File: src/rtl/clcd_pkg.sv
// ----------------------------------------------------------------------------
// Character LCD write sequencer package
// Shared types, codes and the fixed initialization command table.
// ----------------------------------------------------------------------------
package clcd_pkg;

   localparam int HoldW  = 20;
   localparam int PulseW = 16;
   localparam int ModeW  = 3;
   localparam int ByteW  = 8;
   localparam int CsrIdxW = 2;

   localparam int DefQueueDepth = 2;

   // Request modes.
   localparam logic [ModeW-1:0] MODE_INIT   = 3'd0;
   localparam logic [ModeW-1:0] MODE_CMD    = 3'd1;
   localparam logic [ModeW-1:0] MODE_CHAR   = 3'd2;
   localparam logic [ModeW-1:0] MODE_CURSOR = 3'd3;
   localparam logic [ModeW-1:0] MODE_CLEAR  = 3'd4;

   // Configuration register indexes.
   localparam logic [CsrIdxW-1:0] CSR_FOUR_BIT   = 2'd0;
   localparam logic [CsrIdxW-1:0] CSR_PULSE_HOLD = 2'd1;
   localparam logic [CsrIdxW-1:0] CSR_CLEAR_HOLD = 2'd2;
   localparam logic [CsrIdxW-1:0] CSR_POWER_HOLD = 2'd3;

   // Configuration reset values.
   localparam logic              RST_FOUR_BIT   = 1'b1;
   localparam logic [PulseW-1:0] RST_PULSE_HOLD = 16'd400;
   localparam logic [HoldW-1:0]  RST_CLEAR_HOLD = 20'd15200;
   localparam logic [HoldW-1:0]  RST_POWER_HOLD = 20'd150000;

   // LCD command bytes.
   localparam logic [ByteW-1:0] LCD_FUNC4_A   = 8'h33;
   localparam logic [ByteW-1:0] LCD_FUNC4_B   = 8'h32;
   localparam logic [ByteW-1:0] LCD_FUNC4_C   = 8'h28;
   localparam logic [ByteW-1:0] LCD_FUNC8     = 8'h38;
   localparam logic [ByteW-1:0] LCD_DISP_ON   = 8'h0E;
   localparam logic [ByteW-1:0] LCD_CLEAR     = 8'h01;
   localparam logic [ByteW-1:0] LCD_ENTRY     = 8'h06;
   localparam logic [ByteW-1:0] LCD_HOME_ADDR = 8'h80;

   // Cursor address bounds (upper nibble of row one and row two).
   localparam logic [3:0] ROW1_HI = 4'h8;
   localparam logic [3:0] ROW2_HI = 4'hC;

   // Init sequence: seven command bytes, the clear sits at index four.
   localparam int InitIdxW = 3;
   localparam logic [InitIdxW-1:0] INIT_CLEAR_IDX = 3'd4;
   localparam logic [InitIdxW-1:0] INIT_LAST_IDX  = 3'd6;

   typedef enum logic {
      JOB_INIT,
      JOB_BYTE
   } job_kind_type;

   typedef struct packed {
      job_kind_type     kind;
      logic             rs;
      logic [ByteW-1:0] data_byte;
      logic             use_clear;
   } job_type;

   typedef struct packed {
      logic              four_bit;
      logic [PulseW-1:0] pulse_hold;
      logic [HoldW-1:0]  clear_hold;
      logic [HoldW-1:0]  power_hold;
   } cfg_type;

   typedef enum logic [1:0] {
      BK_IDLE,
      BK_POWER,
      BK_INIT,
      BK_BYTE
   } bk_state_type;

   function automatic logic [ByteW-1:0] init_byte(input logic [InitIdxW-1:0] idx,
                                                  input logic four_bit);
      logic [ByteW-1:0] b;
      case (idx)
         3'd0:    b = four_bit ? LCD_FUNC4_A : LCD_FUNC8;
         3'd1:    b = four_bit ? LCD_FUNC4_B : LCD_FUNC8;
         3'd2:    b = four_bit ? LCD_FUNC4_C : LCD_FUNC8;
         3'd3:    b = LCD_DISP_ON;
         3'd4:    b = LCD_CLEAR;
         3'd5:    b = LCD_ENTRY;
         default: b = LCD_HOME_ADDR;
      endcase
      return b;
   endfunction

endpackage

File: src/rtl/clcd_if.sv
// ----------------------------------------------------------------------------
// Character LCD channel interfaces
// Valid/ready channels for requests and bus phases.
// ----------------------------------------------------------------------------
interface clcd_req_if;
   logic       valid;
   logic       ready;
   logic [2:0] mode;
   logic [7:0] value;

   modport source (output valid, output mode, output value, input ready);
   modport sink   (input valid, input mode, input value, output ready);
endinterface

interface clcd_rsp_if;
   logic        valid;
   logic        ready;
   logic        rs_level;
   logic        strobe_res;
   logic [7:0]  data_lines;
   logic [19:0] hold_time;
   logic        last;

   modport source (output valid, output rs_level, output strobe_res, output data_lines,
                   output hold_time, output last, input ready);
   modport sink   (input valid, input rs_level, input strobe_res, input data_lines,
                   input hold_time, input last, output ready);
endinterface

File: src/rtl/clcd_front.sv
// ----------------------------------------------------------------------------
// Character LCD request front end
// Accepts requests, drops invalid ones and turns the rest into queue jobs.
// ----------------------------------------------------------------------------
module clcd_front (
   clcd_req_if.sink         req,
   output logic             push_valid,
   output clcd_pkg::job_type push_job,
   input  logic             push_ready
);
   import clcd_pkg::*;

   logic keep;

   assign req.ready = push_ready;

   always_comb begin
      keep               = 1'b0;
      push_job.kind      = JOB_BYTE;
      push_job.rs        = 1'b0;
      push_job.data_byte = req.value;
      push_job.use_clear = 1'b0;
      unique case (req.mode)
         MODE_INIT: begin
            keep          = 1'b1;
            push_job.kind = JOB_INIT;
         end
         MODE_CMD: begin
            keep = 1'b1;
         end
         MODE_CHAR: begin
            keep        = 1'b1;
            push_job.rs = 1'b1;
         end
         MODE_CURSOR: begin
            // Only row one or row two, columns 0 to 15, reach the bus.
            keep = (req.value[7:4] == ROW1_HI) || (req.value[7:4] == ROW2_HI);
         end
         MODE_CLEAR: begin
            keep               = 1'b1;
            push_job.data_byte = LCD_CLEAR;
            push_job.use_clear = 1'b1;
         end
         default: begin
            keep = 1'b0;
         end
      endcase
   end

   // A dropped request is still a transfer; it simply never enters the queue.
   assign push_valid = req.valid && keep;

endmodule

File: src/rtl/clcd_queue.sv
// ----------------------------------------------------------------------------
// Character LCD job queue
// Small FIFO that decouples request intake from phase generation.
// ----------------------------------------------------------------------------
module clcd_queue #(
   parameter int Depth = clcd_pkg::DefQueueDepth
) (
   input  logic              clock,
   input  logic              reset,
   input  logic              push_valid,
   input  clcd_pkg::job_type push_job,
   output logic              push_ready,
   output logic              pop_valid,
   output clcd_pkg::job_type pop_job,
   input  logic              pop_en
);
   import clcd_pkg::*;

   localparam int PtrW = (Depth > 1) ? $clog2(Depth) : 1;
   localparam int CntW = $clog2(Depth + 1);
   localparam logic [PtrW-1:0] LastPtr = PtrW'(Depth - 1);
   localparam logic [CntW-1:0] Full    = CntW'(Depth);

   job_type         mem_ff [Depth];
   logic [PtrW-1:0] wr_ptr_ff, wr_ptr_in;
   logic [PtrW-1:0] rd_ptr_ff, rd_ptr_in;
   logic [CntW-1:0] count_ff, count_in;
   logic            do_push, do_pop;

   assign push_ready = (count_ff != Full);
   assign pop_valid  = (count_ff != '0);
   assign pop_job    = mem_ff[rd_ptr_ff];
   assign do_push    = push_valid && push_ready;
   assign do_pop     = pop_en && pop_valid;

   always_comb begin
      wr_ptr_in = wr_ptr_ff;
      rd_ptr_in = rd_ptr_ff;
      count_in  = count_ff;
      if (do_push) begin
         wr_ptr_in = (wr_ptr_ff == LastPtr) ? '0 : wr_ptr_ff + 1'b1;
      end
      if (do_pop) begin
         rd_ptr_in = (rd_ptr_ff == LastPtr) ? '0 : rd_ptr_ff + 1'b1;
      end
      if (do_push && !do_pop) begin
         count_in = count_ff + 1'b1;
      end else if (do_pop && !do_push) begin
         count_in = count_ff - 1'b1;
      end
   end

   always_ff @(posedge clock) begin
      if (reset) begin
         wr_ptr_ff <= '0;
         rd_ptr_ff <= '0;
         count_ff  <= '0;
      end else begin
         wr_ptr_ff <= wr_ptr_in;
         rd_ptr_ff <= rd_ptr_in;
         count_ff  <= count_in;
      end
   end

   always_ff @(posedge clock) begin
      if (do_push) begin
         mem_ff[wr_ptr_ff] <= push_job;
      end
   end

endmodule

File: src/rtl/clcd_back.sv
// ----------------------------------------------------------------------------
// Character LCD phase sequencer
// Expands queued jobs into bus phases, one per cycle while rsp is not stalled, into an output register.
// ----------------------------------------------------------------------------
module clcd_back (
   input  logic              clock,
   input  logic              reset,
   input  clcd_pkg::cfg_type cfg,
   input  logic              pop_valid,
   input  clcd_pkg::job_type pop_job,
   output logic              pop_en,
   clcd_rsp_if.source        rsp
);
   import clcd_pkg::*;

   bk_state_type        state_ff, state_in;
   job_type             job_ff, job_in;
   logic [InitIdxW-1:0] idx_ff, idx_in;
   logic                nib_ff, nib_in;

   logic             out_valid_ff, out_valid_in;
   logic             out_rs_ff, out_strobe_ff, out_last_ff;
   logic [ByteW-1:0] out_data_ff;
   logic [HoldW-1:0] out_hold_ff;

   logic             out_free, adv;
   logic [ByteW-1:0] cur_byte;
   logic             cur_clear;
   logic             ph_rs, ph_strobe, ph_last;
   logic [ByteW-1:0] ph_data;
   logic [HoldW-1:0] ph_hold;

   assign out_free = !out_valid_ff || rsp.ready;
   assign adv      = (state_ff != BK_IDLE) && out_free;
   assign pop_en   = (state_ff == BK_IDLE);

   assign cur_byte  = (state_ff == BK_INIT) ? init_byte(idx_ff, cfg.four_bit) : job_ff.data_byte;
   assign cur_clear = (state_ff == BK_INIT) ? (idx_ff == INIT_CLEAR_IDX) : job_ff.use_clear;

   // Phase outputs.
   always_comb begin
      ph_rs     = 1'b0;
      ph_strobe = 1'b1;
      ph_data   = '0;
      ph_hold   = '0;
      ph_last   = 1'b0;
      unique case (state_ff)
         BK_IDLE: begin
            ph_strobe = 1'b0;
         end
         BK_POWER: begin
            ph_strobe = 1'b0;
            ph_hold   = cfg.power_hold;
         end
         BK_INIT, BK_BYTE: begin
            ph_rs = (state_ff == BK_BYTE) ? job_ff.rs : 1'b0;
            if (cfg.four_bit) begin
               ph_data = {4'b0, (nib_ff ? cur_byte[3:0] : cur_byte[7:4])};
            end else begin
               ph_data = cur_byte;
            end
            ph_hold = cur_clear ? cfg.clear_hold : HoldW'(cfg.pulse_hold);
            ph_last = (!cfg.four_bit || nib_ff) &&
                      ((state_ff == BK_BYTE) || (idx_ff == INIT_LAST_IDX));
         end
         default: begin
            ph_strobe = 1'b0;
         end
      endcase
   end

   // Next state.
   always_comb begin
      state_in = state_ff;
      job_in   = job_ff;
      idx_in   = idx_ff;
      nib_in   = nib_ff;
      unique case (state_ff)
         BK_IDLE: begin
            if (pop_valid) begin
               job_in   = pop_job;
               idx_in   = '0;
               nib_in   = 1'b0;
               state_in = (pop_job.kind == JOB_INIT) ? BK_POWER : BK_BYTE;
            end
         end
         BK_POWER: begin
            if (adv) begin
               state_in = BK_INIT;
            end
         end
         BK_INIT, BK_BYTE: begin
            if (adv) begin
               if (ph_last) begin
                  state_in = BK_IDLE;
               end else if (cfg.four_bit && !nib_ff) begin
                  nib_in = 1'b1;
               end else begin
                  nib_in = 1'b0;
                  idx_in = idx_ff + 1'b1;
               end
            end
         end
         default: begin
            state_in = BK_IDLE;
         end
      endcase
   end

   always_comb begin
      out_valid_in = out_valid_ff;
      if (adv) begin
         out_valid_in = 1'b1;
      end else if (rsp.ready) begin
         out_valid_in = 1'b0;
      end
   end

   always_ff @(posedge clock) begin
      if (reset) begin
         state_ff     <= BK_IDLE;
         idx_ff       <= '0;
         nib_ff       <= 1'b0;
         out_valid_ff <= 1'b0;
      end else begin
         state_ff     <= state_in;
         idx_ff       <= idx_in;
         nib_ff       <= nib_in;
         out_valid_ff <= out_valid_in;
      end
   end

   always_ff @(posedge clock) begin
      job_ff <= job_in;
      if (adv) begin
         out_rs_ff     <= ph_rs;
         out_strobe_ff <= ph_strobe;
         out_data_ff   <= ph_data;
         out_hold_ff   <= ph_hold;
         out_last_ff   <= ph_last;
      end
   end

   assign rsp.valid      = out_valid_ff;
   assign rsp.rs_level   = out_rs_ff;
   assign rsp.strobe_res = out_strobe_ff;
   assign rsp.data_lines = out_data_ff;
   assign rsp.hold_time  = out_hold_ff;
   assign rsp.last       = out_last_ff;

endmodule

File: src/rtl/char_lcd_write_sequencer_top.sv
// ----------------------------------------------------------------------------
// Character LCD write sequencer
// Expands requests into HD44780-style enable-strobe bus phases.
//
//   Channel  Dir  Payload                                          Transfer
//   req      in   mode[2:0], value[7:0]                            valid & ready
//   rsp      out  rs_level, strobe_res, data_lines[7:0],
//                 hold_time[19:0], last                            valid & ready
//   csr      in   csr_index[1:0], csr_wdata[19:0]                  csr_wr_en
//
// A request enters a job queue (two deep by default); the sequencer loads a
// job in its idle state, then emits one phase per cycle while rsp is not stalled:
// initialize gives 15 phases in four-bit mode and 8 in eight-bit mode, other
// requests one or two. Invalid cursor positions and unknown modes give none.
// A stalled rsp holds its phase; requests are taken while the queue has room.
// Synchronous reset restores the register defaults and empties the queue.
// ----------------------------------------------------------------------------
module char_lcd_write_sequencer_top #(
   parameter int QueueDepth = clcd_pkg::DefQueueDepth
) (
   input  logic                         clock,
   input  logic                         reset,
   clcd_req_if.sink                     req,
   clcd_rsp_if.source                   rsp,
   input  logic                         csr_wr_en,
   input  logic [clcd_pkg::CsrIdxW-1:0] csr_index,
   input  logic [clcd_pkg::HoldW-1:0]   csr_wdata
);
   import clcd_pkg::*;

   cfg_type cfg_ff, cfg_in;
   logic    push_valid, push_ready;
   job_type push_job;
   logic    pop_valid, pop_en;
   job_type pop_job;

   always_comb begin
      cfg_in = cfg_ff;
      if (csr_wr_en) begin
         unique case (csr_index)
            CSR_FOUR_BIT:   cfg_in.four_bit   = csr_wdata[0];
            CSR_PULSE_HOLD: cfg_in.pulse_hold = csr_wdata[PulseW-1:0];
            CSR_CLEAR_HOLD: cfg_in.clear_hold = csr_wdata;
            CSR_POWER_HOLD: cfg_in.power_hold = csr_wdata;
            default:        cfg_in = cfg_ff;
         endcase
      end
   end

   always_ff @(posedge clock) begin
      if (reset) begin
         cfg_ff.four_bit   <= RST_FOUR_BIT;
         cfg_ff.pulse_hold <= RST_PULSE_HOLD;
         cfg_ff.clear_hold <= RST_CLEAR_HOLD;
         cfg_ff.power_hold <= RST_POWER_HOLD;
      end else begin
         cfg_ff <= cfg_in;
      end
   end

   clcd_front u_front (
      .req        (req),
      .push_valid (push_valid),
      .push_job   (push_job),
      .push_ready (push_ready)
   );

   clcd_queue #(
      .Depth (QueueDepth)
   ) u_queue (
      .clock      (clock),
      .reset      (reset),
      .push_valid (push_valid),
      .push_job   (push_job),
      .push_ready (push_ready),
      .pop_valid  (pop_valid),
      .pop_job    (pop_job),
      .pop_en     (pop_en)
   );

   clcd_back u_back (
      .clock     (clock),
      .reset     (reset),
      .cfg       (cfg_ff),
      .pop_valid (pop_valid),
      .pop_job   (pop_job),
      .pop_en    (pop_en),
      .rsp       (rsp)
   );

endmodule
File: src/flat_wrapper.sv
// flat-port wrapper written by rule: the top's interface ports become plain ports
module char_lcd_write_sequencer_top_flat import clcd_pkg::*;
#(
   parameter int QueueDepth = clcd_pkg::DefQueueDepth
)
  (clock, reset, csr_wr_en, csr_index, csr_wdata, req_valid, req_mode, req_value, req_ready, rsp_valid, rsp_rs_level, rsp_strobe_res, rsp_data_lines, rsp_hold_time, rsp_last, rsp_ready);
  clcd_req_if req_i ();
  clcd_rsp_if rsp_i ();
  input  logic clock;
  input  logic reset;
  input  logic csr_wr_en;
  input  logic [clcd_pkg::CsrIdxW-1:0] csr_index;
  input  logic [clcd_pkg::HoldW-1:0] csr_wdata;
  input wire logic [$bits(req_i.valid)-1:0] req_valid;
  input wire logic [$bits(req_i.mode)-1:0] req_mode;
  input wire logic [$bits(req_i.value)-1:0] req_value;
  output wire logic [$bits(req_i.ready)-1:0] req_ready;
  output wire logic [$bits(rsp_i.valid)-1:0] rsp_valid;
  output wire logic [$bits(rsp_i.rs_level)-1:0] rsp_rs_level;
  output wire logic [$bits(rsp_i.strobe_res)-1:0] rsp_strobe_res;
  output wire logic [$bits(rsp_i.data_lines)-1:0] rsp_data_lines;
  output wire logic [$bits(rsp_i.hold_time)-1:0] rsp_hold_time;
  output wire logic [$bits(rsp_i.last)-1:0] rsp_last;
  input wire logic [$bits(rsp_i.ready)-1:0] rsp_ready;
  assign req_i.valid = req_valid;
  assign req_i.mode = req_mode;
  assign req_i.value = req_value;
  assign req_ready = req_i.ready;
  assign rsp_valid = rsp_i.valid;
  assign rsp_rs_level = rsp_i.rs_level;
  assign rsp_strobe_res = rsp_i.strobe_res;
  assign rsp_data_lines = rsp_i.data_lines;
  assign rsp_hold_time = rsp_i.hold_time;
  assign rsp_last = rsp_i.last;
  assign rsp_i.ready = rsp_ready;
  char_lcd_write_sequencer_top #(.QueueDepth(QueueDepth)) u_core (.clock(clock), .reset(reset), .req(req_i), .rsp(rsp_i), .csr_wr_en(csr_wr_en), .csr_index(csr_index), .csr_wdata(csr_wdata));
endmodule
File: config.mk
export PLATFORM = sky130hd
export DESIGN_NAME = char_lcd_write_sequencer_top_flat
export DESIGN_NICKNAME = d
export VERILOG_FILES = /design/src/rtl/clcd_pkg.sv /design/src/rtl/clcd_if.sv /design/src/rtl/clcd_front.sv /design/src/rtl/clcd_queue.sv /design/src/rtl/clcd_back.sv /design/src/rtl/char_lcd_write_sequencer_top.sv /design/src/flat_wrapper.sv
export SDC_FILE = /design/constraint.sdc
export NUM_CORES = 1
export LEC_CHECK = 0
export ABC_AREA = 1
export BUFFER_PORTS_ARGS = -buffer_cell sky130_fd_sc_hd__buf_2
export CAP_MARGIN = 10
export CORE_ASPECT_RATIO = 1.5
export CORE_UTILIZATION = 45
export CTS_CLUSTER_SIZE = 30
export DETAILED_ROUTE_END_ITERATION = 10
export PLACE_DENSITY = 0.69
export SYNTH_ARGS = -nofsm -noshare
export SYNTH_HDL_FRONTEND = slang
export SYNTH_SLANG_ARGS = --single-unit
File: constraint.sdc
create_clock -name clock -period 3.5 [get_ports clock]
set_clock_uncertainty 0.05 [all_clocks]
set_input_delay 0.35 -clock clock [delete_from_list [all_inputs] [get_ports clock]]
set_output_delay 0.35 -clock clock [all_outputs]
set_load 0.01 [all_outputs]
==> flow_metrics.tcl, run 1 <==
set metrics [dict create \
    maxCapViolations 0 \
    ys_warn_count 0 \
    io_pins 71 \
    synthFlopType "dfxtp_1" \
    antenna_found_initial 0 \
    vdd_drop_max_uv 488.0 \
    cts_sinks 132 \
    drt-total-wl_mm 11.94 \
    fin_tns_setup_ns 0 \
    post_drt_via_cell_ratio 5.132 \
    worstSetupStartpointType "register" \
    grt_max_degree 38 \
    drt_pass1_iterations 5 \
    die_h_um 137.7 \
    tightest_slew_ns 0.8992 \
    antennaDiodeCount 0 \
    setup_violations 0 \
    finalMaxSlewViolations 0 \
    syn_area_um2 5525 \
    fmax_mhz 501.7 \
    cts_max_level 4 \
    power_leakage_uw 0.002838 \
    area_growth_pct 18.41 \
    worst_slack_ns 1.507 \
    port_buffers 70 \
    drive_above_1_share 0.1838 \
    die_area_um2 12730 \
    vias 4331 \
    numCtsBuffers 17 \
    wl_per_cell_um 14.14 \
    gp_congestion 0.8484 \
    detailedPlace.worstSlack_ns 1.180 \
    grt_pass1_wl_mm 19.62 \
    first_iter_violations 224 \
    cp_data_arrival_time_ns 2.25 \
    clock_path_buffers 2 \
    pwr_density_cell_nw_per_um2 854.5 \
    post-dp-hpwl_mm 8.085 \
    drc_errors 0 \
    synth-edff-count 63 \
    cts.repair.resized 0 \
    critPathCaptureType "register" \
    async_flop_share 0 \
    ys_seq_area_frac 0.5924 \
    final_antenna_net_count 0 \
    crit_required_ns 3.76 \
    period_minus_slack_ns 1.993 \
    worst-path-max-fanout 37 \
    fin_nets 722 \
    row_count 49 \
    hold_class "in -> reg" \
    syn-num-nets 656 \
    ctsHoldBuffers 0 \
    yosys.cell_types.count 33 \
    placed_area_um2 5946 \
    rsz0062_at_grt "false" \
    die_w_um 92.48 \
    grt_use_total 0.2016 \
    path_class "reg -> reg" \
    min_period_over_period 0.5695 \
    tritoncts "done" \
    start_util 0.4622 \
    status "completed" \
    avgSynthCellArea_um2 9.028 \
    postCtsSetupRepairBufs 0 \
    path_clk_slew_ns 0.05 \
    grt-ovfl-total 0 \
    grt_pass1_vias 4234 \
    hold_violations 0 \
    final_area_um2 6543 \
    core_um2 11960 \
    cts_root_buf "clkbuf_16" \
    clk_latency_ns 0.41 \
    ys_seq_elements 132 \
    synthCells 612 \
    slew_headroom 0.3983 \
]
kinds of logic after synthesis:
kind of cell / after synthesis / share of synthesized area
and+or+nand+nor: 276 / 0.2165
xor gates and xnor gates: 1 / 0.001585
AOI/OAI and AO/OA: 117 / 0.1103
DFF: 132 / 0.5924
adders and majority gates: 6 / 0.01359
buffers and inverters: 80 / 0.06567
worst paths after layout:
check                             from  cells after the start                      end  slack (ns)
max          u_core.u_back.state_ff[1]                      8  u_core.u_back.idx_ff[0]        1.51
min reg2reg          u_core.cfg_ff[47]                      2        u_core.cfg_ff[47]        0.40
min                      csr_wdata[12]                      3        u_core.cfg_ff[32]        0.12
max reg2reg  u_core.u_back.state_ff[1]                      8  u_core.u_back.idx_ff[0]        1.51
power by group:
group / switching (uW) / internal, uW
Clock: 648 / 1110
Sequential: 159 / 2090
Combinational: 1090 / 501
Total: 1900 / 3690
state kept, by name (all words and copies together) (netlist names), 2 cells and up, named ones only:
signal	count
u_core.cfg_ff	57
u_core.u_queue.mem_ff	22
u_core.u_back.rsp.hold_time	20
u_core.u_back.job_ff	10
u_core.u_back.rsp.data_lines	8
u_core.u_back.idx_ff	3
u_core.u_back.state_ff	2
u_core.u_queue.count_ff	2
synthesized netlist by cell type, types with 6 or more instances:
master | count | area, um2
clkbuf_1 | 13 | 48.80
o21ai_0 | 69 | 345.3
a21oi_1 | 32 | 160.2
o22ai_1 | 8 | 50.05
dfxtp_1 | 69 | 1381
nand2_1 | 130 | 488.0
edfxtp_1 | 63 | 1892
nor2_1 | 89 | 334.1
ha_1 | 6 | 75.07
inv_1 | 50 | 187.7
nand3_1 | 36 | 180.2
buf_2 | 7 | 35.03
critical path: stages (launching register included):
cell and delay, ns:
dfxtp_1 0.32, buf_4 0.42, nor2_8 0.12, inv_1 0.46, nand2_1 0.14, nor2_2 0.18
nand2_1 0.08, nand2_1 0.08, nor2_1 0.04
metal layers:
layer	vias to the layer above	share of wire	wire (um)	track usage
met5	-	0	0	0
met4	0	0.034	405	0.1076
met3	38	0.049	590	0.05243
met2	146	0.53	6277	0.3663
met1	1998	0.39	4664	0.2112
li1	2149	-	-	-
cells in the final DEF, fill, tap and decap left out, types with 2 or more instances in the layout:
cell	count
ha_1	6
nor2_8	2
dfxtp_1	69
clkbuf_16	18
or2_2	5
nor2_2	5
a21oi_1	32
clkinvlp_4	4
nor2_4	2
nand2_1	130
o21ai_0	69
edfxtp_1	63
buf_4	4
nand2_4	2
o22ai_1	8
nor2_1	89
inv_1	50
nand4_1	2
nand3_1	36
clkinv_2	3
bufinv_16	2
clkinv_4	2
buf_2	70
o21ai_1	5
area by class of cell:
cell class,count,area [um2]
Clock inverter,12,128.9
Multi-Input combinational cell,400,1889
Tap cell,153,191.4
Fill cell,1056,5413
Timing Repair Buffer,74,380.4
Inverter,53,211.5
Clock buffer,20,467.9
Sequential cell,132,3273
per-stage QoR:
step,total power [uW],hold slack [ns],util,cells
floorplan,3418,0.3691,-,612
global placement,3820,0.3859,0.4973,812
detailed placement,3870,0.3938,0.4973,812
CTS,5625,0.1119,0.5473,844
global route,5909,0.1239,0.5473,844
finish,5591,0.1197,0.5473,844
No activity file was read; power rests on OpenSTA's default activity.
==> run 2: changes to the inputs <==
Settings changed: PLACE_DENSITY 0.69 to 0.71.
Clock period 3.5 ns to 1.72 ns, I/O delays scaled along.
==> run 2 against run 1 <==
  * Sequential power is 100% higher
  * Combinational power grew 130%
  * Via count rose by 3.9%
  * Register-to-register slack worse by 1.4 ns
  * Final cell count is 4.9% higher
  * First-iteration DRC count up 3.6%
  * Critical path type unchanged
  * Highest routed layer unchanged
==> flow_metrics.tcl, run 2 (same netlist as run 1, synthesis figures left out) <==
set metrics [dict create \
    numCtsBuffers 17 \
    start_util 0.4622 \
    row_count 49 \
    largest_register_ffs 57 \
    fin_nets 763 \
    core_um2 11960 \
    cts_root_buf "clkbuf_16" \
    drt-total-wl_mm 12.11 \
    slew_headroom 0.6190 \
    first_iter_violations 232 \
    io_pins 71 \
    crit_chain "inv_2, ha_2, nand2_1, nand2_2, nand2_8, buf_4, o21ai_0, o22ai_1" \
    utilization 0.5873 \
    grt_pass1_wl_mm 19.75 \
    crit_path_top_delay_cell "dfxtp_1" \
    vdd_drop_max_uv 1111 \
    path_clk_slew_ns 0.06 \
    cp_data_arrival_time_ns 1.76 \
    pwr_density_cell_nw_per_um2 1687 \
    min_path_cells 3 \
    drt_pass1_iterations 8 \
    worst-path-max-fanout 12 \
    final_common_cell "nand2_1" \
    period_minus_slack_ns 1.650 \
    postCtsSetupRepairBufs 0 \
    critPathCaptureType "register" \
    vias 4501 \
    placed_area_um2 6136 \
    drc_errors 0 \
    antennaDiodeCount 0 \
    area_growth_pct 27.08 \
    maxCapViolations 0 \
    finalMaxSlewViolations 0 \
    hold_class "in -> reg" \
    grt_max_degree 63 \
    top_register "u_core.cfg_ff" \
    post-dp-hpwl_mm 8.197 \
    status "completed" \
    fillers 1027 \
    die_w_um 92.48 \
    min_to "u_core.cfg_ff[38]" \
    final_cell_mix "130 x nand2_1, 87 x nor2_1, 70 x buf_2, 67 x dfxtp_1, 63 x edfxtp_1" \
    min_from "csr_wdata[18]" \
    grt_use_total 0.2024 \
    r2r_slack_ns 0.07 \
    tritoncts "done" \
    cts_max_level 4 \
    gp_congestion 0.8320 \
    final_area_um2 7022 \
    worst_r2r_endpoint "u_core.u_back.rsp.hold_time[13]" \
    clock_path_buffers 2 \
    final_antenna_net_count 0 \
    hold_violations 0 \
    reg2reg_from "u_core.u_back.idx_ff[0]" \
    port_buffers 70 \
    grt-ovfl-total 0 \
    die_area_um2 12730 \
    grt_pass1_vias 4405 \
    setup_violations 0 \
    worstSetupStartpointType "register" \
    antenna_found_initial 0 \
    cts_sinks 132 \
    die_h_um 137.7 \
    power_leakage_uw 0.003046 \
    crit_required_ns 1.83 \
    tightest_slew_ns 0.5709 \
    clk_latency_ns 0.41 \
    drive_above_1_share 0.2158 \
    min_period_over_period 0.9594 \
    fmax_mhz 606.0 \
    max_stage_delay_ns 0.35 \
    post_drt_via_cell_ratio 5.086 \
    wl_per_cell_um 13.69 \
    reg2reg_depth 8 \
    path_class "reg -> reg" \
]
## run 2: changes by cell type in the layout (fill, tap and decap cells not counted), moves of 3 or more
cell and delta:
buf_12 +4, buf_4 +13, dlygate4sd3_1 +23, o21ai_1 +6, inv_1 -3, o21ai_0 -7, inv_2 +3, clkbuf_8 +3
## run 2: per-layer routing
layer,wire [um],vias up,track usage
met3,615,21,0.05243
met1,4657,2111,0.2109
met2,6613,137,0.3761
met5,0,-,0
li1,-,2232,-
met4,226,0,0.09288
## run 2: worst max-delay path by stage
stage	from	slack (ns)	to	cells after the start
final	u_core.u_back.idx_ff[0]	0.07	u_core.u_back.rsp.hold_time[13]	8
after global routing	u_core.u_queue.count_ff[0]	-0.008	u_core.u_queue.count_ff[1]	11
after CTS	u_core.u_back.idx_ff[0]	0.02	u_core.u_back.rsp.hold_time[1]	8
after detailed placement	req_mode[1]	-0.1	u_core.u_queue.count_ff[1]	10
after global placement	req_mode[1]	0.02	u_core.u_queue.count_ff[1]	10
after floorplan	u_core.u_back.state_ff[1]	0.002	u_core.u_back.rsp.data_lines[0]	5
## run 2: power breakdown
part	switching, uW	total (uW)	internal (uW)
sequential	264	4510	4250
clock	1310	3610	2290
combinational	2380	3730	1350
## run 2: final cells by class
cell class / count / area, um2 / area share
Sequential cell: 132 / 3276 / 0.4665
Timing Repair Buffer: 115 / 799.5 / 0.1139
Inverter: 53 / 211.5 / 0.03011
Clock buffer: 22 / 484.2 / 0.06896
Multi-Input combinational cell: 400 / 1939 / 0.2762
Clock inverter: 10 / 120.1 / 0.01711
Tap cell: 153 / 191.4 / 0.02726
## run 2: repair_timing
action	4_1_cts	5_1_grt
setup endpoints to repair	2	16
hold endpoints to repair	48	0
gates resized for setup	2	19
hold buffers	23	0
pin swaps	0	2
## run 2: metrics by stage
step                      instances  hold slack [ns]  TNS (ns)  setup slack (ns)  power (uW)
after detailed placement        830           0.3581  -0.09639          -0.09639        8109
after floorplan                 612           0.1911         0          0.001663        6957
after global placement          830           0.3528         0           0.02213        8002
after global routing            885          0.03509  -0.01069         -0.008040       12500
final                           885          0.03066         0           0.06982       11850
after CTS                       885          0.01433         0           0.01694       11780
## run 2: critical path: cells and delay by family, from the launching register on
| family | cells | cell delay, ns |
|---|---|---|
| AND/OR/NAND/NOR | 3 | 0.28 |
| AO/OA/AOI/OAI | 2 | 0.23 |
| flip-flops | 1 | 0.35 |
| adder cells (fa/ha/maj) | 1 | 0.21 |
| buffers and inverters | 2 | 0.27 |
